`src/design/sapp_pkg.sv`:
```
package sapp_pkg;

	localparam int CORDIC_STEPS_DEF = 16;
	localparam int ANGLE_FRAC_BITS_DEF = 7;
	localparam int TABLE_LEN = 24;
	localparam int CW = 36;
	localparam int ZW = 26;
	localparam int SQW = 34;
	localparam logic signed [CW-1:0] INV_GAIN_Q30 = CW'(652032874);

	localparam logic [1:0] REG_HOUR = 2'd0;
	localparam logic [1:0] REG_MINUTE = 2'd1;
	localparam logic [1:0] REG_SECOND = 2'd2;
	localparam logic [1:0] REG_DECL = 2'd3;

	function automatic logic signed [ZW-1:0] atan_entry(input int i);
		logic signed [ZW-1:0] r;
		begin
			case (i)
				0: r = ZW'(2949120);
				1: r = ZW'(1740967);
				2: r = ZW'(919879);
				3: r = ZW'(466945);
				4: r = ZW'(234379);
				5: r = ZW'(117304);
				6: r = ZW'(58666);
				7: r = ZW'(29335);
				8: r = ZW'(14668);
				9: r = ZW'(7334);
				10: r = ZW'(3667);
				11: r = ZW'(1833);
				12: r = ZW'(917);
				13: r = ZW'(458);
				14: r = ZW'(229);
				15: r = ZW'(115);
				16: r = ZW'(57);
				17: r = ZW'(29);
				18: r = ZW'(14);
				19: r = ZW'(7);
				20: r = ZW'(4);
				21: r = ZW'(2);
				22: r = ZW'(1);
				default: r = '0;
			endcase
			return r;
		end
	endfunction

endpackage

```
`src/design/sapp_sqrt.sv`:
```
module sapp_sqrt (
	input logic clk,
	input logic [sapp_pkg::SQW-1:0] v,
	input logic signed [17:0] s_i,
	output logic [17:0] root,
	output logic signed [17:0] s_o
);
	import sapp_pkg::*;

	localparam int ST = 17;

	logic [SQW-1:0] rem_s [0:ST];
	logic [SQW-1:0] res_s [0:ST];
	logic signed [17:0] sv_s [0:ST];

	always_ff @(posedge clk) begin
		rem_s[0] <= v;
		res_s[0] <= '0;
		sv_s[0] <= s_i;
	end

	for (genvar k = 0; k < ST; k++) begin : g_sq
		localparam logic [SQW-1:0] BIT = SQW'(1) << (2 * (ST - 1 - k));
		always_ff @(posedge clk) begin
			if (rem_s[k] >= res_s[k] + BIT) begin
				rem_s[k+1] <= rem_s[k] - (res_s[k] + BIT);
				res_s[k+1] <= (res_s[k] >> 1) + BIT;
			end else begin
				rem_s[k+1] <= rem_s[k];
				res_s[k+1] <= res_s[k] >> 1;
			end
			sv_s[k+1] <= sv_s[k];
		end
	end

	assign root = res_s[ST][17:0];
	assign s_o = sv_s[ST];
endmodule

```
`config.mk`:
```
export PLATFORM = sky130hd
export DESIGN_NAME = sapp_sqrt
export DESIGN_NICKNAME = d
export VERILOG_FILES = /design/src/design/sapp_pkg.sv /design/src/design/sapp_sqrt.sv
export SDC_FILE = /design/constraint.sdc
export NUM_CORES = 1
export LEC_CHECK = 0
export BUFFER_PORTS_ARGS = -buffer_cell sky130_fd_sc_hd__buf_4
export CORE_MARGIN = 1.5
export CORE_UTILIZATION = 40
export DETAILED_ROUTE_END_ITERATION = 16
export HOLD_SLACK_MARGIN = 0.03
export REMOVE_ABC_BUFFERS = 1
export SYNTH_ARGS = -nofsm -noshare
export SYNTH_HDL_FRONTEND = slang
export SYNTH_SLANG_ARGS = --single-unit
export TNS_END_PERCENT = 1
```
`constraint.sdc`:
```
create_clock -name clk -period 3.9 [get_ports clk]
set_input_delay 0.585 -clock clk [delete_from_list [all_inputs] [get_ports clk]]
set_output_delay 0.585 -clock clk [all_outputs]
set_load 0.01 [all_outputs]
```
# Word level (Yosys, flattened, before mapping)
# Memory sizes are Yosys's and may differ from the RTL's.
# Cells that the tools add are included.
op_classes:
  addsub: 51
  order_cmp: 17
  muxes: 85
  bitwise_logic: 34
op_table:
  columns: ["operator", "count"]
  rows:
  - ["$mux W34", 34]
  - ["$ge A34 B34 Y1", 17]
  - ["$sub A34 B34 Y34", 17]
  - ["$mux W1", 51]
  - ["$add A33 B1 Y34 const B", 1]
  - ["$add A33 B11 Y34 const B", 1]
  - ["$add A33 B13 Y34 const B", 1]
  - ["$add A33 B15 Y34 const B", 1]
  - ["$add A33 B17 Y34 const B", 1]
  - ["$add A33 B19 Y34 const B", 1]
  - ["$add A33 B21 Y34 const B", 1]
  - ["$add A33 B23 Y34 const B", 1]
  - ["$add A33 B25 Y34 const B", 1]
  - ["$add A33 B27 Y34 const B", 1]
  - ["$add A33 B29 Y34 const B", 1]
  - ["$add A33 B3 Y34 const B", 1]
  - ["$add A33 B31 Y34 const B", 1]
  - ["$add A33 B33 Y34 const B", 1]
  - ["$add A33 B5 Y34 const B", 1]
  - ["$add A33 B7 Y34 const B", 1]
  - ["$add A33 B9 Y34 const B", 1]
  - ["$add A34 B1 Y34 const B", 1]
  - ["$add A34 B11 Y34 const B", 1]
  - ["$add A34 B13 Y34 const B", 1]
  - ["other kinds (15)", 48]
totals:
  register_bits: 0
  mem_bits_rw: 1548
  word_cells: 190
  n_memories: 3
memory_table:
  columns: ["name", "depth", "width", "read_ports", "rd_clocked_by_memory_dff", "wr", "line", "rtl"]
  rows:
  - ["rem_s", 18, 34, 17, 0, 18, "sapp_sqrt.sv:12", "logic [SQW-1:0] rem_s [0:ST];"]
  - ["res_s", 18, 34, 18, 0, 18, "sapp_sqrt.sv:13", "logic [SQW-1:0] res_s [0:ST];"]
  - ["sv_s", 18, 18, 18, 0, 18, "sapp_sqrt.sv:14", "logic signed [17:0] sv_s [0:ST];"]

# Depth between registers and ports, before layout
depth:
  word_depth: 5
  mapped_depth: 12
  ltp_nobuf: 11

# Worst setup path before layout
# OpenSTA, ideal clock, no wires.
synth_path:
  kind: "register -> register"
  from: "memory rem_s[12][24] (netlist: rem_s[6][24])"
  to: "memory rem_s[13][24] (netlist: rem_s[6][58])"
  t_arrival_ns: 2.646
  setup_slack_ns: 1.127
  stages_incl_launch_ff: 9
  path_buffers: 0
  synth_period_minus_slack_ns: 2.773
  path_cell_list: "dfxtp_1 -> or4_4 -> or3_1 -> or3_1 -> or3_1 -> nor4_4 -> a211o_1 -> nor3_1 -> xor2_1"
synth_lines:
  columns: ["element", "line"]
  rows:
  - ["start: declaration", "sapp_sqrt.sv:12"]

==> flow_summary_export.csv <==
group,metric,value,unit
final_layout,nNetsFinal,3310,
final_layout,multi_input_area,10900,µm²
drt,vias_per_cell,4.74,
setup_path,cpPeakStageDelay,0.58,ns
floorplan,io_pins,89,
setup_path,regToRegSetupSlack,0.68,ns
timing,finalMaxSlewViolations,0,
timing,worstMarginPinSlew,1.12,ns
outcome,outcome,"complete, no violations",
final_layout,fin_cells,4234,
setup_path,end_kind,"register",
pwr,cellPowerDensity,779,nW/µm²
pwr,p_leak,17.3,nW
drt,wl_per_cell,14.5,µm
clock_tree,clk_path_buf_depth,3,
final_layout,seqCellArea,21100,µm²
clock_tree,cts-htree-levels,3,
timing,clock.fmax,311,MHz
timing,hold_viol,0,
logic_synthesis,synth.top_cells.by_count,"1055 x dfxtp_1, 194 x inv_1, 166 x ha_1",
clock_tree,clock_latency,0.66,ns
final_layout,nFillCells,7213,
placement,place.port_buffers,87,
floorplan,initial_core_util,40.6,%
setup_path,cp.arrival,3.75,ns
drt,drtIter0Drc,822,
logic_synthesis,synth_most_common_cell,"dfxtp_1",
timing,fin_crit_sh,82.4,%
global_routing,grt_util_all_layers,14.6,%
floorplan,die_area,83900,µm²
clock_tree,cts_tree,"yes",
timing,fin_skew,0.0548,ns
placement,place_inst,3996,
timing,setup_violations,0,
final_layout,diodes,0,
logic_synthesis,ys_seq_area_share,64.2,%
setup_path,worstSetupPathType,"reg -> reg",
timing,fin_crit,3.22,ns
placement,place_congestion,0.958,
final_layout,area.growth.synth_to_final,18.0,%
logic_synthesis,ys_warn_count,0,
setup_path,required,4.43,ns
global_routing,overflow,0,
logic_synthesis,ys_types,74,
run,cap_violations,0,
pwr,total_power,0.0302,W
floorplan,num_rows,104,
pwr,irDropWorstVdd,403,µV
logic_synthesis,synth-seq-cells,1055,
logic_synthesis,syn-cell-area,32900,µm²
clock_tree,ctsResizeCount,0,
logic_synthesis,synthArstFlopShare,0,%
drt,route.vias.total,20100,
setup_path,worst-r2r-cell-count,11,
logic_synthesis,ys.flop_type,"dfxtp_1",
setup_path,slowest_stage,"a21boi_0",
final_layout,layout-drive-gt1-share,10.0,%
timing,grt_setup_unrepaired,"false",
clock_tree,post_cts_buffers,0,
drt,drc,0,
setup_path,crit_top_cell,"o21ai_0",
hold_path,hold_path_class,"reg -> reg",
clock_tree,numClockSinks,1055,
clock_tree,clk_pin_slew,0.06,ns
hold_path,hp-start,"sv_s[16][3]",
hold_path,holdPathStages,0,
clock_tree,hold_buffers,52,
global_routing,grt_max_degree,29,
setup_path,cp-start-kind,"register",
setup_path,worst-path-max-fanout,25,
setup_path,reg2reg_from,"rem_s[5][45]",
logic_synthesis,yosys.area.top_type,"dfxtp_1",
global_routing,grt_pass1_wl,99700,µm
logic_synthesis,yosysTopAreaCellShare,64.2,%
placement,post_dp_cell_area,34800,µm²
floorplan,core,80900,µm²
final_layout,final_util,47.9,%
logic_synthesis,syn_inst,2875,
placement,dp_hpwl,44900,µm
clock_tree,numCtsBuffers,101,
floorplan,die_y,290,µm
global_routing,antenna_found_initial,0,
floorplan,die_w,290,µm
final_layout,final_area,38800,µm²
timing,fin_tns_setup,0,ns
drt,antenna_left,0,
timing,slew-limit-headroom,24.5,%
setup_path,cp_cell_sequence,"inv_1 -> ha_1 -> nor2b_1 -> o21ai_0 -> a21oi_1 -> o21ai_0 -> a21boi_0 -> nor2_1 -> buf_4 -> or4_1 -> xnor2_1",
hold_path,whs_endpoint,"sv_s[17][3]",
logic_synthesis,synth.avg_cell_area,11.4,µm²
global_routing,grt_pass1_vias,20800,
setup_path,regToRegEndpoint,"rem_s[6][30]",
logic_synthesis,synthTopCellsByArea,"dfxtp_1 64%, ha_1 6.3%, xor2_1 3.0%, xnor2_1 2.8%, inv_1 2.2%",
clock_tree,cts_root_buffer,"clkbuf_16",
drt,drtPass1Iterations,5,
drt,wirelength,61200,µm
logic_synthesis,synth_edf_count,0,
==> worst max-delay path: cells and delay by family (launching register included) <==
family / cells / cell delay, ns
fa+ha+maj: 1 / 0.23
flops: 1 / 0.45
buf+inv: 2 / 0.35
simple gates: 3 / 0.71
compound gates: 4 / 1.21
xor+xnor: 1 / 0.14
==> cells in the final DEF, fill, tap and decap left out, types with 90 or more instances in the layout <==
cell	Yosys	layout
dfxtp_1	1055	1055
inv_1	194	194
ha_1	166	166
nand2_1	162	162
nor2_1	155	155
o21ai_0	130	130
a21oi_1	116	116
xor2_1	112	112
xnor2_1	105	105
clkbuf_16	0	102
buf_4	4	102
nor3_1	91	90
==> worst max-delay path by stage <==
stage | start | slack, ns | cells past startpoint | endpoint
after floorplan | res_s[14][12] | 0.18 | 10 | rem_s[7][63]
after CTS | rem_s[5][45] | 0.69 | 11 | rem_s[6][30]
after global routing | rem_s[5][45] | 0.51 | 11 | rem_s[6][30]
after detailed placement | rem_s[5][45] | 0.71 | 11 | rem_s[6][30]
after global placement | rem_s[5][45] | 0.84 | 11 | rem_s[6][30]
final | rem_s[5][45] | 0.68 | 11 | rem_s[6][30]
==> stage by stage <==
stage	setup slack, ns	hold WS (ns)
finish	0.685	0.282
global route	0.511	0.289
global placement	0.844	0.310
CTS	0.695	0.279
floorplan	0.182	0.310
detailed placement	0.706	0.312
==> layout make-up <==
class                           instances  share of cell area (%)
Multi-Input combinational cell       1585                    28.0
Clock buffer                          139                    7.48
Inverter                              194                    1.88
Tap cell                             1060                    3.42
Clock inverter                         47                    1.44
Sequential cell                      1055                    54.5
Timing Repair Buffer                  154                    3.32
==> metal layers <==
metal	vias to the layer above	track usage (%)	share of wire (%)
met5	-	0	0
met4	0	6.68	3.6
met3	138	2.82	3.5
met2	350	29.1	55
met1	9305	14.3	38
li1	10300	-	-
==> sequential cells by signal, summed over array words and instances (netlist names) <==
| register | cells |
|---|---|
| rem_s | 578 |
| sv_s | 324 |
| res_s | 153 |
==> power by group <==
part	internal, W	switching [W]	total, W
combinational	0.00296	0.00349	0.00645
clock	0.00566	0.00405	0.00972
sequential	0.0127	0.00130	0.0140
total	0.0214	0.00884	0.0302
==> cell families (layout without fill, tap and decap cells) <==
logic type / count (synthesis) / in the layout / share of synthesized area (%)
AOI/OAI and AO/OA: 442 / 442 / 8.44
xor gates and xnor gates: 217 / 217 / 5.78
adders and majority gates: 166 / 166 / 6.32
buffers and inverters: 235 / 534 / 2.75
DFF: 1055 / 1055 / 64.2
muxes: 26 / 26 / 0.864
other: 1 / 1 / 0.0114
and+or+nand+nor: 733 / 733 / 11.6
(Power assumes the default switching activity.)
