===== src/design/sapp_pkg.sv =====
package sapp_pkg;

	localparam int CORDIC_STEPS_DEF = 16;
	localparam int ANGLE_FRAC_BITS_DEF = 7;
	localparam int TABLE_LEN = 24;
	localparam int CW = 36;
	localparam int ZW = 26;
	localparam int SQW = 34;
	localparam logic signed [CW-1:0] INV_GAIN_Q30 = CW'(652032874);

	localparam logic [1:0] REG_HOUR = 2'd0;
	localparam logic [1:0] REG_MINUTE = 2'd1;
	localparam logic [1:0] REG_SECOND = 2'd2;
	localparam logic [1:0] REG_DECL = 2'd3;

	function automatic logic signed [ZW-1:0] atan_entry(input int i);
		logic signed [ZW-1:0] r;
		begin
			case (i)
				0: r = ZW'(2949120);
				1: r = ZW'(1740967);
				2: r = ZW'(919879);
				3: r = ZW'(466945);
				4: r = ZW'(234379);
				5: r = ZW'(117304);
				6: r = ZW'(58666);
				7: r = ZW'(29335);
				8: r = ZW'(14668);
				9: r = ZW'(7334);
				10: r = ZW'(3667);
				11: r = ZW'(1833);
				12: r = ZW'(917);
				13: r = ZW'(458);
				14: r = ZW'(229);
				15: r = ZW'(115);
				16: r = ZW'(57);
				17: r = ZW'(29);
				18: r = ZW'(14);
				19: r = ZW'(7);
				20: r = ZW'(4);
				21: r = ZW'(2);
				22: r = ZW'(1);
				default: r = '0;
			endcase
			return r;
		end
	endfunction

endpackage


===== src/design/sapp_atan2.sv =====
module sapp_atan2 #(
	parameter int CORDIC_STEPS = sapp_pkg::CORDIC_STEPS_DEF
) (
	input logic clk,
	input logic signed [17:0] s,
	input logic [17:0] c,
	output logic signed [sapp_pkg::ZW-1:0] z
);
	import sapp_pkg::*;

	localparam int N = (CORDIC_STEPS < TABLE_LEN) ? CORDIC_STEPS : TABLE_LEN;

	logic signed [CW-1:0] x_s [0:N];
	logic signed [CW-1:0] y_s [0:N];
	logic signed [ZW-1:0] z_s [0:N];

	always_ff @(posedge clk) begin
		x_s[0] <= CW'($signed({1'b0, c})) <<< 14;
		y_s[0] <= CW'(s) <<< 14;
		z_s[0] <= '0;
	end

	for (genvar i = 0; i < N; i++) begin : g_it
		always_ff @(posedge clk) begin
			if (y_s[i] >= 0) begin
				x_s[i+1] <= x_s[i] + (y_s[i] >>> i);
				y_s[i+1] <= y_s[i] - (x_s[i] >>> i);
				z_s[i+1] <= z_s[i] + atan_entry(i);
			end else begin
				x_s[i+1] <= x_s[i] - (y_s[i] >>> i);
				y_s[i+1] <= y_s[i] + (x_s[i] >>> i);
				z_s[i+1] <= z_s[i] - atan_entry(i);
			end
		end
	end

	assign z = z_s[N];
endmodule


===== config.mk =====
export PLATFORM = sky130hd
export DESIGN_NAME = sapp_atan2
export DESIGN_NICKNAME = d
export VERILOG_FILES = /design/src/design/sapp_pkg.sv /design/src/design/sapp_atan2.sv
export SDC_FILE = /design/constraint.sdc
export NUM_CORES = 2
export LEC_CHECK = 0
export BUFFER_PORTS_ARGS = -buffer_cell sky130_fd_sc_hd__buf_4
export CAP_MARGIN = 20
export CELL_PAD_IN_SITES_DETAIL_PLACEMENT = 0
export CELL_PAD_IN_SITES_GLOBAL_PLACEMENT = 1
export CORE_MARGIN = 2
export CORE_UTILIZATION = 50
export CTS_CLUSTER_DIAMETER = 100
export CTS_CLUSTER_SIZE = 8
export DETAILED_ROUTE_END_ITERATION = 6
export PLACE_DENSITY_LB_ADDON = 0.12
export SLEW_MARGIN = 20
export SYNTH_ARGS = -nofsm -noshare
export SYNTH_HDL_FRONTEND = slang
export SYNTH_SLANG_ARGS = --single-unit

===== constraint.sdc =====
create_clock -name clk -period 11.26 [get_ports clk]
set_input_delay 2.252 -clock clk [delete_from_list [all_inputs] [get_ports clk]]
set_output_delay 2.252 -clock clk [all_outputs]
set_load 0.01 [all_outputs]

=== Yosys cells after proc, flatten, opt, wreduce, memory -nomap -nowiden ===
Memories as Yosys holds them, arrays and structs flattened.
Cells that the tools add are included.

* Memory bits (writable): 1666
* Memories: 3
* Input bits: 37
* Word-level logic and storage cells: 258
* Register bits after elaboration: 0
* Output and inout port bits: 26

{| class="wikitable"
|+ Memory list
! name !! words !! bits a word !! rd ports !! clocked after Yosys merged registers in !! wr ports !! RTL line !! RTL
|-
| x_s || 17 || 36 || 16 || 0 || 17 || sapp_atan2.sv:13 || <nowiki>logic signed [CW-1:0] x_s [0:N];</nowiki>
|-
| y_s || 17 || 36 || 16 || 0 || 17 || sapp_atan2.sv:14 || <nowiki>logic signed [CW-1:0] y_s [0:N];</nowiki>
|-
| z_s || 17 || 26 || 17 || 0 || 17 || sapp_atan2.sv:15 || <nowiki>logic signed [ZW-1:0] z_s [0:N];</nowiki>
|}

* Multiplexer cells: 96
* Add/subtract/negate cells: 95
* Bitwise logic cells: 48
* Magnitude comparators: 16

{| class="wikitable"
|+ Operator list
! operator !! count
|-
| 36-bit 2-to-1 mux || 32
|-
| 36-bit by 1-bit >= comparator with 1-bit output (second input constant) || 16
|-
| 26-bit 2-to-1 mux || 16
|-
| 36-bit by 21-bit adder with 36-bit output || 2
|-
| 36-bit by 22-bit adder with 36-bit output || 2
|-
| 36-bit by 23-bit adder with 36-bit output || 2
|-
| 36-bit by 24-bit adder with 36-bit output || 2
|-
| 36-bit by 25-bit adder with 36-bit output || 2
|-
| 36-bit by 26-bit adder with 36-bit output || 2
|-
| 36-bit by 27-bit adder with 36-bit output || 2
|-
| 36-bit by 28-bit adder with 36-bit output || 2
|-
| 36-bit by 29-bit adder with 36-bit output || 2
|-
| 36-bit by 30-bit adder with 36-bit output || 2
|-
| 36-bit by 31-bit adder with 36-bit output || 2
|-
| 36-bit by 32-bit adder with 36-bit output || 2
|-
| 36-bit by 33-bit adder with 36-bit output || 2
|-
| 36-bit by 34-bit adder with 36-bit output || 2
|-
| 36-bit by 35-bit adder with 36-bit output || 2
|-
| 36-bit by 21-bit subtractor with 36-bit output || 2
|-
| 36-bit by 22-bit subtractor with 36-bit output || 2
|-
| 36-bit by 23-bit subtractor with 36-bit output || 2
|-
| 36-bit by 24-bit subtractor with 36-bit output || 2
|-
| 36-bit by 25-bit subtractor with 36-bit output || 2
|-
| 36-bit by 26-bit subtractor with 36-bit output || 2
|-
| 45 further kinds || 149
|}

=== Longest topological paths before layout ===
* Depth after elaboration: 4
* Mapped depth: 23
* Depth with buffers taken out: 23

=== Worst setup path after synthesis ===
OpenSTA, ideal clock, no wires.

* Path type: register -> register
* Start: memory y_s[6][12]
* End: memory x_s[7][32]
* Data required time: 11.137 ns
* Period minus slack after synthesis: 5.012 ns
* Path buffers: 0
* Path slack: 6.248 ns
* Setup time: 0.123 ns
* Stages on the path, launching flop included: 19
* Data arrival time: 4.889 ns
* Cells stage by stage: dfxtp_1 or4_1 or3_1 or4_1 or4_1 or4_1 o21ai_0 xnor2_1 ha_1 a21o_1 a21oi_1 o21ai_0 a21o_1 a41o_1 a21o_1 a2111o_1 a31oi_1 o21bai_1 xor2_1

{| class="wikitable"
|+ RTL lines
! what !! RTL line
|-
| start, declared || sapp_atan2.sv:14
|-
| end, declared || sapp_atan2.sv:13
|}

==> results.cfg <==
[clock_tree]
path_clk_slew_ns = 0.05
postCtsHoldBufs = 0
cts.path.max_buffers = 3
cts_tree = done
cts_buffers = 181
cts_resized = 0
post-cts-setup-buffers = 0
clk-insertion-delay-late_ns = 0.81
clock_sinks = 1289
htree_levels = 4
cts_root_buf = clkbuf_16

[yosys]
seq_area_frac_synth_pct = 26.9
yosys_warnings = 0
async_flop_share_pct = 0
synth_area_um2 = 95900
synth_cells = 11300
ys_seq_elements = 1289
ys_types = 84
synth_edf_count = 0
avgSynthCellArea_um2 = 8.52
synthFlopType = dfxtp_1

[critical_path]
worstPathCellList = inv_1, ha_1, nand2b_1, or4_1, or4_1, o21ai_0, o21ai_0, xor2_1, ha_1, a21o_1, a21oi_1, o21ai_0, a21o_1, a221oi_1, o311ai_0, a21oi_1, o21bai_1, a21oi_1, o21ai_0, xor2_1
cp_num_buf_inv = 1
worst-r2r-cell-count = 20
worst_setup_path_start_kind = flop
required_ns = 11.93
crit_path_end_kind = flop
path_max_fanout = 4
cp_common_cell = o21ai_0
path_depth = 20
max_stage_delay_ns = 0.62
crit_path_top_delay_cell = a221oi_1
critPathTopFamily = compound AO/OA/AOI/OAI gates
crit_type = flop to flop
arrival_ns = 6.23

[worst_hold_path]
hold_class = flop to flop
hold_depth = 0

[global_route]
grt_pass1_wl_um = 434000
grt_pass1_vias = 77900
grt_max_degree = 72
grt_use_total_pct = 27.4
gr-total-overflow = 0
antenna_found_initial = 5

[floorplan]
die_w_um = 442
dieHeight_um = 442
boundaryPins = 63
rows = 160
fp.coreArea_um2 = 190000
start_util_pct = 50.4
dieArea_um2 = 195000

[final_layout]
mostFrequentLayoutCells = dfxtp_1 (1275), ha_1 (1263), xnor2_1 (1090)
fill_cells = 17900
drive_gt1_share_pct = 3.72
final_common_cell = dfxtp_1
seqCellArea_um2 = 25800
multi_input_area_um2 = 68000
nets = 12700
area_growth_pct = 8.54

[timing]
rsz0062_at_grt = false
finalMaxSlewViolations = 0
worst_pin_slew_ns = 1.18
layout_min_cycle_time_ns = 5.56
setup-tns-final_ns = 0
post-route-period-util_pct = 49.4
skew_ns = 0.0316
finalHoldViolations = 0
max_freq_mhz = 180
slew_headroom_pct = 20.6
setup_viol_count_final = 0

[route]
wire_per_inst_um = 19.8
vias = 81600
drt_iter0_drc = 5688
first_pass_iters = 7
totalWireLength_um = 276000
ant_nets = 0
drc = 1
via_per_inst = 5.86

[placement]
dp_hpwl_um = 224000
place.gp.congestion = 0.917
io_buffers = 61

[status]
status = complete, but fails checks
violations = DRC

[job]
drv_cap = 0
## cell families after synthesis
family / share of synthesized area, %
AOI/OAI and AO/OA: 22.6
and+or+nand+nor: 15.0
xor gates and xnor gates: 15.4
adders and majority gates: 17.2
DFF: 26.9
buffers and inverters: 2.55
muxes: 0.350
other: 0.00391
## cells in the mapped netlist, types with 18 or more instances
cell | n | share of area (%)
and3_1 | 93 | 0.61
o41ai_1 | 89 | 0.81
or3_1 | 147 | 0.96
ha_1 | 1263 | 16
a21boi_0 | 53 | 0.41
xnor2_1 | 1090 | 10
o21ai_0 | 702 | 3.7
nand3_1 | 203 | 1.1
inv_1 | 450 | 1.8
a221o_1 | 19 | 0.20
o21a_1 | 151 | 1.2
nand4_1 | 88 | 0.57
a2111oi_0 | 18 | 0.16
o211ai_1 | 51 | 0.40
a211o_1 | 26 | 0.24
nor2_1 | 761 | 3.0
or4_1 | 113 | 0.88
a21o_1 | 536 | 4.2
dfxtp_1 | 1289 | 27
or2_2 | 59 | 0.38
a21oi_1 | 979 | 5.1
nor4_1 | 71 | 0.46
buf_1 | 19 | 0.074
a211oi_1 | 78 | 0.61
nor3_1 | 219 | 1.1
a31o_2 | 34 | 0.31
and2_1 | 48 | 0.31
nor2b_1 | 170 | 1.1
a31oi_1 | 100 | 0.65
clkbuf_1 | 177 | 0.69
o31ai_1 | 220 | 1.7
nand2_1 | 687 | 2.7
xor2_1 | 592 | 5.4
o21bai_1 | 140 | 1.1
mux2i_1 | 29 | 0.30
and4_1 | 20 | 0.18
nand2b_1 | 181 | 1.2
fa_1 | 36 | 0.75
## registers in the layout, summed over array words and instances (netlist names)
name,count
z_s,363
x_s,455
y_s,471
## cell type report
class,count,area share (%)
multi-input combinational,9395,65.3
clock buffer,188,4.46
clock inverter,13,0.144
timing repair buffer,92,0.663
inverter,452,1.63
tap,2511,3.02
antenna,2,0.00481
sequential,1289,24.8
## per-stage QoR
step	utilization, %	instances	area [um^2]	hold WS, ns	worst slack [ns]
detailed placement	52.2	13700	99300	0.314	5.84
global route	54.7	13900	104000	0.333	5.32
floorplan	-	11300	96200	0.310	6.25
finish	54.7	13900	104000	0.324	5.70
CTS	54.7	13900	104000	0.326	5.82
global placement	52.2	13700	99300	0.313	5.81
## layer usage
metal / up-vias / routed length [um] / track usage [%]
li1: 40900 / - / -
met1: 38400 / 130000 / 37.5
met2: 1949 / 124000 / 44.8
met3: 391 / 14000 / 3.60
met4: 0 / 7930 / 8.12
met5: - / 0 / 0
## final timing paths
path | from | end | slack, ns
worst max-delay path | y_s[10][10] | x_s[11][33] | 5.70
worst min-delay path | z_s[5][2] | z_s[6][2] | 0.32
worst max register to register | y_s[10][10] | x_s[11][33] | 5.70
worst min register to register | z_s[5][2] | z_s[6][2] | 0.32
## worst reg2reg max path: stages (launching register included)
cell and delay, ns:
dfxtp_1 0.34, inv_1 0.07, ha_1 0.16, nand2b_1 0.07, or4_1 0.46, or4_1 0.47
o21ai_0 0.41, o21ai_0 0.20, xor2_1 0.20, ha_1 0.24, a21o_1 0.19, a21oi_1 0.20
o21ai_0 0.13, a21o_1 0.19, a221oi_1 0.62, o311ai_0 0.41, a21oi_1 0.43, o21bai_1 0.14
a21oi_1 0.22, o21ai_0 0.14, xor2_1 0.16
Power is left out: the tool's default activity adds up to more than one toggle a clock period on the data nets, which glitch-free logic cannot reach.
