--- config.mk ---
export PLATFORM = sky130hd
export DESIGN_NAME = sapp_sincos
export DESIGN_NICKNAME = d
export VERILOG_FILES = /design/src/design/sapp_pkg.sv /design/src/design/sapp_sincos.sv
export SDC_FILE = /design/constraint.sdc
export NUM_CORES = 2
export LEC_CHECK = 0
export ABC_AREA = 0
export BUFFER_PORTS_ARGS = -buffer_cell sky130_fd_sc_hd__buf_2
export CAP_MARGIN = 10
export CORE_UTILIZATION = 45
export DETAILED_ROUTE_END_ITERATION = 7
export PLACE_DENSITY = 0.73
export SLEW_MARGIN = 10
export SYNTH_ARGS = -nofsm -noshare
export SYNTH_HDL_FRONTEND = slang
export SYNTH_SLANG_ARGS = --single-unit
--- constraint.sdc ---
create_clock -name clk -period 5.3 [get_ports clk]
set_input_delay 1.06 -clock clk [delete_from_list [all_inputs] [get_ports clk]]
set_output_delay 1.06 -clock clk [all_outputs]
set_load 0.05 [all_outputs]
--- src/design/sapp_pkg.sv ---
package sapp_pkg;

	localparam int CORDIC_STEPS_DEF = 16;
	localparam int ANGLE_FRAC_BITS_DEF = 7;
	localparam int TABLE_LEN = 24;
	localparam int CW = 36;
	localparam int ZW = 26;
	localparam int SQW = 34;
	localparam logic signed [CW-1:0] INV_GAIN_Q30 = CW'(652032874);

	localparam logic [1:0] REG_HOUR = 2'd0;
	localparam logic [1:0] REG_MINUTE = 2'd1;
	localparam logic [1:0] REG_SECOND = 2'd2;
	localparam logic [1:0] REG_DECL = 2'd3;

	function automatic logic signed [ZW-1:0] atan_entry(input int i);
		logic signed [ZW-1:0] r;
		begin
			case (i)
				0: r = ZW'(2949120);
				1: r = ZW'(1740967);
				2: r = ZW'(919879);
				3: r = ZW'(466945);
				4: r = ZW'(234379);
				5: r = ZW'(117304);
				6: r = ZW'(58666);
				7: r = ZW'(29335);
				8: r = ZW'(14668);
				9: r = ZW'(7334);
				10: r = ZW'(3667);
				11: r = ZW'(1833);
				12: r = ZW'(917);
				13: r = ZW'(458);
				14: r = ZW'(229);
				15: r = ZW'(115);
				16: r = ZW'(57);
				17: r = ZW'(29);
				18: r = ZW'(14);
				19: r = ZW'(7);
				20: r = ZW'(4);
				21: r = ZW'(2);
				22: r = ZW'(1);
				default: r = '0;
			endcase
			return r;
		end
	endfunction

endpackage

--- src/design/sapp_sincos.sv ---
module sapp_sincos #(
	parameter int CORDIC_STEPS = sapp_pkg::CORDIC_STEPS_DEF,
	parameter int ANGLE_FRAC_BITS = sapp_pkg::ANGLE_FRAC_BITS_DEF
) (
	input logic clk,
	input logic signed [sapp_pkg::ZW-1:0] angle,
	output logic signed [17:0] cos_o,
	output logic signed [17:0] sin_o
);
	import sapp_pkg::*;

	localparam int N = (CORDIC_STEPS < TABLE_LEN) ? CORDIC_STEPS : TABLE_LEN;
	localparam logic signed [ZW-1:0] HALF = ZW'(180 << ANGLE_FRAC_BITS);
	localparam logic signed [ZW-1:0] QTR = ZW'(90 << ANGLE_FRAC_BITS);

	logic signed [CW-1:0] x_s [0:N];
	logic signed [CW-1:0] y_s [0:N];
	logic signed [ZW-1:0] z_s [0:N];
	logic neg_s [0:N];
	logic signed [ZW-1:0] r;
	logic nr;
	logic signed [CW-1:0] xr, yr;
	logic signed [17:0] xc, yc;

	always_comb begin
		r = angle;
		nr = 1'b0;
		if (r > QTR) begin
			r = r - HALF;
			nr = 1'b1;
		end else if (r < -QTR) begin
			r = r + HALF;
			nr = 1'b1;
		end
	end

	always_ff @(posedge clk) begin
		x_s[0] <= INV_GAIN_Q30;
		y_s[0] <= '0;
		z_s[0] <= r <<< (16 - ANGLE_FRAC_BITS);
		neg_s[0] <= nr;
	end

	for (genvar i = 0; i < N; i++) begin : g_it
		always_ff @(posedge clk) begin
			if (z_s[i] >= 0) begin
				x_s[i+1] <= x_s[i] - (y_s[i] >>> i);
				y_s[i+1] <= y_s[i] + (x_s[i] >>> i);
				z_s[i+1] <= z_s[i] - atan_entry(i);
			end else begin
				x_s[i+1] <= x_s[i] + (y_s[i] >>> i);
				y_s[i+1] <= y_s[i] - (x_s[i] >>> i);
				z_s[i+1] <= z_s[i] + atan_entry(i);
			end
			neg_s[i+1] <= neg_s[i];
		end
	end

	always_comb begin
		xr = (x_s[N] + CW'(8192)) >>> 14;
		yr = (y_s[N] + CW'(8192)) >>> 14;
		xc = (xr > CW'(65536)) ? 18'sd65536 : (xr < -CW'(65536)) ? -18'sd65536 : xr[17:0];
		yc = (yr > CW'(65536)) ? 18'sd65536 : (yr < -CW'(65536)) ? -18'sd65536 : yr[17:0];
	end

	always_ff @(posedge clk) begin
		cos_o <= neg_s[N] ? -xc : xc;
		sin_o <= neg_s[N] ? -yc : yc;
	end
endmodule

After elaboration in Yosys (flattened, before gate mapping)
Memories as Yosys holds them, arrays and structs flattened.
Cells that the tools add are included.
{"block": "op_classes", "n_addsub": 101, "magnitude_cmp": 22, "mux": 106, "n_bitwise": 48}
{"cell": "2-to-1 mux 36 bit", "n": 32}
{"cell": "greater-or-equal comparator 26 x 1 -> 1 bit, second input constant", "n": 16}
{"cell": "2-to-1 mux 26 bit", "n": 16}
{"cell": "2-to-1 mux 18 bit", "n": 6}
{"cell": "adder 36 x 15 -> 36 bit, second input constant", "n": 2}
{"cell": "adder 36 x 21 -> 36 bit", "n": 2}
{"cell": "adder 36 x 22 -> 36 bit", "n": 2}
{"cell": "adder 36 x 23 -> 36 bit", "n": 2}
{"cell": "adder 36 x 24 -> 36 bit", "n": 2}
{"cell": "adder 36 x 25 -> 36 bit", "n": 2}
{"cell": "adder 36 x 26 -> 36 bit", "n": 2}
{"cell": "adder 36 x 27 -> 36 bit", "n": 2}
{"cell": "adder 36 x 28 -> 36 bit", "n": 2}
{"cell": "adder 36 x 29 -> 36 bit", "n": 2}
{"cell": "adder 36 x 30 -> 36 bit", "n": 2}
{"cell": "adder 36 x 31 -> 36 bit", "n": 2}
{"cell": "adder 36 x 32 -> 36 bit", "n": 2}
{"cell": "adder 36 x 33 -> 36 bit", "n": 2}
{"cell": "adder 36 x 34 -> 36 bit", "n": 2}
{"cell": "adder 36 x 35 -> 36 bit", "n": 2}
{"cell": "subtractor 36 x 21 -> 36 bit", "n": 2}
{"cell": "subtractor 36 x 22 -> 36 bit", "n": 2}
{"cell": "subtractor 36 x 23 -> 36 bit", "n": 2}
{"cell": "subtractor 36 x 24 -> 36 bit", "n": 2}
{"cell": "other kinds (55)", "n": 167}
{"block": "word_totals", "reg_bits": 36, "ramBits": 1683, "input_bits": 27, "out_inout_bits": 36, "wordCells": 283, "memories": 4}
{"memory": "x_s", "words": 17, "width": 36, "read_ports": 17, "rd_ports_with_merged_regs": 0, "wr": 17, "line_no": "sapp_sincos.sv:16", "source": "logic signed [CW-1:0] x_s [0:N];"}
{"memory": "y_s", "words": 17, "width": 36, "read_ports": 17, "rd_ports_with_merged_regs": 0, "wr": 17, "line_no": "sapp_sincos.sv:17", "source": "logic signed [CW-1:0] y_s [0:N];"}
{"memory": "z_s", "words": 17, "width": 26, "read_ports": 16, "rd_ports_with_merged_regs": 0, "wr": 17, "line_no": "sapp_sincos.sv:18", "source": "logic signed [ZW-1:0] z_s [0:N];"}
{"memory": "neg_s", "words": 17, "width": 1, "read_ports": 17, "rd_ports_with_merged_regs": 0, "wr": 17, "line_no": "sapp_sincos.sv:19", "source": "logic neg_s [0:N];"}

Logic depth before layout (Yosys ltp)
An unclocked memory read counts as a cell.
{"block": "depth", "word_depth": 7, "ltp_mapped": 23}

Least setup slack after synthesis
Ideal clock, no wire load.
{"block": "synth_path", "path_type": "register -> register", "startpoint": "memory z_s[3][25]", "endpoint": "memory y_s[4][34]", "arrival_ns": 5.173, "required_ns": 5.228, "setup_slack_ns": 0.055, "stages_incl_launch_ff": 23, "period_less_slack_ns": 5.245, "path_cell_list": "dfxtp_1 > inv_1 > ha_1 > nor4b_1 > nand4_1 > nor2_1 > nor2_1 > clkinv_1 > clkbuf_1 > nor2_1 > xor2_1 > ha_1 > a21o_1 > a21oi_1 > o21ai_1 > a311oi_1 > o21ai_1 > a221o_1 > a221o_1 > a221o_1 > a31o_2 > a21oi_1 > xnor2_1"}
{"item": "start: declaration", "line_no": "sapp_sincos.sv:18"}
{"item": "end: declaration", "line_no": "sapp_sincos.sv:17"}

==> results.sh <==
export IMPL_cp_max_fo=3
export IMPL_cts_buffers_inserted=158
export IMPL_syn_area_per_cell_um2=8.448
export IMPL_crit_arrival_ns=5.87
export IMPL_dr_pass1_iters=8
export IMPL_dp_cells=16060
export IMPL_max_freq_mhz=194.1
export IMPL_core_rowCount=179
export IMPL_ys_warn_count=0
export IMPL_drc=22
export IMPL_post_route_min_period_ns=5.151
export IMPL_grt_use_met2=0.3905
export IMPL_grt_pass1_vias=86600
export IMPL_routedWlPerCell_um=17.12
export IMPL_finish_instance_area_um2=119500
export IMPL_final_common_cell="dfxtp_1"
export IMPL_grt_overflow=0
export IMPL_die_w_um=491.9
export IMPL_final_cell_mix="dfxtp_1, ha_1, xnor2_1"
export IMPL_violations="design-rule violations"
export IMPL_use_met3=0.02473
export IMPL_rr_startpoint="x_s[4][6]"
export IMPL_timing_slew_headroom=0.4234
export IMPL_io_buffer_count=62
export IMPL_worst_pin_slew_ns=0.8576
export IMPL_busiest_layer="met2"
export IMPL_syn_inst=12780
export IMPL_async_flop_share=0
export IMPL_synthToLayoutAreaGrowth_pct=10.62
export IMPL_finClkSkew_ns=0.05718
export IMPL_yosys_register_bits=1435
export IMPL_syn_nets=14200
export IMPL_timing_rr_end="y_s[5][34]"
export IMPL_drive_above_1_share=0.06303
export IMPL_post_place_ws_ns=-0.07964
export IMPL_final_setup_tns_ns=0
export IMPL_fin_nets=14470
export IMPL_synth_flop_cell="dfxtp_1"
export IMPL_tritoncts="done"
export IMPL_syn_cell_area_um2=108000
export IMPL_hold_violations=0
export IMPL_synth_edf_count=0
export IMPL_clock_latency_ns=0.84
export IMPL_grt_pass1_wl_mm=449.7
export IMPL_ys_types=104
export IMPL_instances_no_fill=16350
export IMPL_cp_required_ns=6.02
export IMPL_drv_slew=0
export IMPL_postPlaceCellArea_um2=113500
export IMPL_startpoint="x_s[4][6]"
export IMPL_clk_root_buffer_cell="clkbuf_16"
export IMPL_period_share=0.9719
export IMPL_drt_iter0_markers=6242
export IMPL_rrSetupSlack_ns=0.15
export IMPL_io_pins=63
export IMPL_grt_max_degree=57
export IMPL_grt_usage=0.2232
export IMPL_drv_cap=0
export IMPL_numClockSinks=1435
export IMPL_crit_end="y_s[5][34]"
export IMPL_cp_end_kind="flip-flop"
export IMPL_die_y_um=491.9
export IMPL_place_hpwl_mm=224.9
export IMPL_postLayoutSetupSlackWorst_ns=0.1491
export IMPL_core_um2=238300
export IMPL_drt_vias_per_instance=5.676
export IMPL_rsz0062_at_grt="true"
export IMPL_cp_start_kind="flip-flop"
export IMPL_setup_viol=0
export IMPL_path_clk_slew_ns=0.06
export IMPL_seq_area_frac_synth=0.2660
export IMPL_clk_path_buf_depth=3
export IMPL_initial_utilization=0.4531
export IMPL_postRouteAntennaNets=0
export IMPL_die_area_um2=241900
export IMPL_vias=92830
export IMPL_place_congestion=0.9772
export IMPL_use_met1=0.2816
export IMPL_htreeDepth=4
export IMPL_reg2reg_depth=18
export IMPL_status="finished, violations left"
export IMPL_min_path_type="flip-flop to flip-flop"
export IMPL_finalWirelength_mm=280.0
export IMPL_antenna_found_initial=2
export IMPL_crit_type="flip-flop to flip-flop"
[routing by layer]
metal / part of all wire / vias up
met3: 0.043 / 493
li1: - / 47130
met2: 0.48 / 2116
met1: 0.45 / 43090
met4: 0.034 / 2
met5: 0.000046 / -
[registers in the layout, indices dropped and copies added, names as in the netlist]
register	cells
cos_o	18
neg_s	17
sin_o	18
x_s	501
y_s	527
z_s	354
[worst max-delay path: stages, from the launching register on]
cell and delay [ns]:
dfxtp_1 0.30, or3_1 0.42, or3b_4 0.43, or4_4 0.44, or2_2 0.32, nand2_1 0.09, xnor2_1 0.12, ha_1 0.26
a21o_1 0.18, a211oi_2 0.21, a2bb2oi_1 0.18, o22ai_1 0.13, a41o_1 0.31, o41a_1 0.34, a41oi_2 0.24, a21oi_1 0.13
o31ai_2 0.23, or4b_2 0.60, o311ai_0 0.11
[what timing repair did]
action | in CTS | in global routing
hold buffers | 0 | 0
gates cloned | 0 | 1
setup buffers | 0 | 4
endpoints found under the setup margin | 5 | 60
resized for setup | 5 | 104
pin swaps | 0 | 10
[how the worst min path moves through the flow]
stage	endpoint	slack, ns	from	cells past startpoint
after CTS	z_s[0][9]	0.31	angle[0]	1
final	neg_s[15]	0.32	neg_s[14]	0
after global placement	neg_s[11]	0.31	neg_s[10]	0
after global routing	z_s[1][11]	0.33	z_s[0][11]	0
after floorplan	neg_s[10]	0.31	neg_s[9]	0
after detailed placement	neg_s[11]	0.31	neg_s[10]	0
[cell families (layout without fill, tap and decap cells)]
| logic type | Yosys count | in the layout | synth area share |
|---|---|---|---|
| other | 0 | 3 | 0 |
| adder cells (fa/ha/maj) | 1387 | 1387 | 0.1633 |
| XOR/XNOR | 1842 | 1842 | 0.1496 |
| AND/OR/NAND/NOR | 3526 | 3527 | 0.1617 |
| AO/OA/AOI/OAI | 3824 | 3824 | 0.2290 |
| flip-flops | 1435 | 1435 | 0.2660 |
| buffers and inverters | 711 | 1112 | 0.02490 |
| multiplexers | 57 | 57 | 0.005469 |
[area by class of cell]
class | count | area (um2)
multi-input combinational | 10640 | 77040
fill | 22590 | 118800
inverter | 508 | 1914
tap | 3167 | 3963
clock buffer | 190 | 4215
antenna | 3 | 7.507
sequential | 1435 | 28740
clock inverter | 98 | 1290
timing repair buffer | 316 | 2282
[through the flow]
step | hold slack [ns] | utilization
after floorplan | 0.3096 | -
after global placement | 0.3097 | 0.4761
after detailed placement | 0.3121 | 0.4761
after CTS | 0.3080 | 0.4993
after global routing | 0.3274 | 0.5012
final | 0.3190 | 0.5013
[cell usage after synthesis (80+ instances only)]
cell | n | area share
nand2b_1 | 205 | 0.012
nor4_1 | 108 | 0.0063
nor2b_1 | 147 | 0.0085
o41ai_1 | 98 | 0.0079
o21ai_0 | 790 | 0.037
dfxtp_1 | 1435 | 0.27
or4_1 | 95 | 0.0066
a21oi_1 | 1028 | 0.048
nand3_1 | 221 | 0.010
nor2_1 | 915 | 0.032
and3_1 | 131 | 0.0076
inv_1 | 501 | 0.017
nand4_1 | 80 | 0.0046
a31oi_1 | 115 | 0.0067
a21o_1 | 516 | 0.036
xnor2_1 | 1167 | 0.095
a211oi_1 | 106 | 0.0074
o21bai_1 | 182 | 0.013
ha_1 | 1350 | 0.16
xor2_1 | 673 | 0.055
nor3_1 | 359 | 0.017
or3_1 | 171 | 0.0099
o21a_1 | 213 | 0.015
clkbuf_1 | 176 | 0.0061
nand2_1 | 811 | 0.028
o31ai_1 | 232 | 0.016
Power is left out: the tool's default activity adds up to more than one toggle a clock period on the data nets, which glitch-free logic cannot reach.
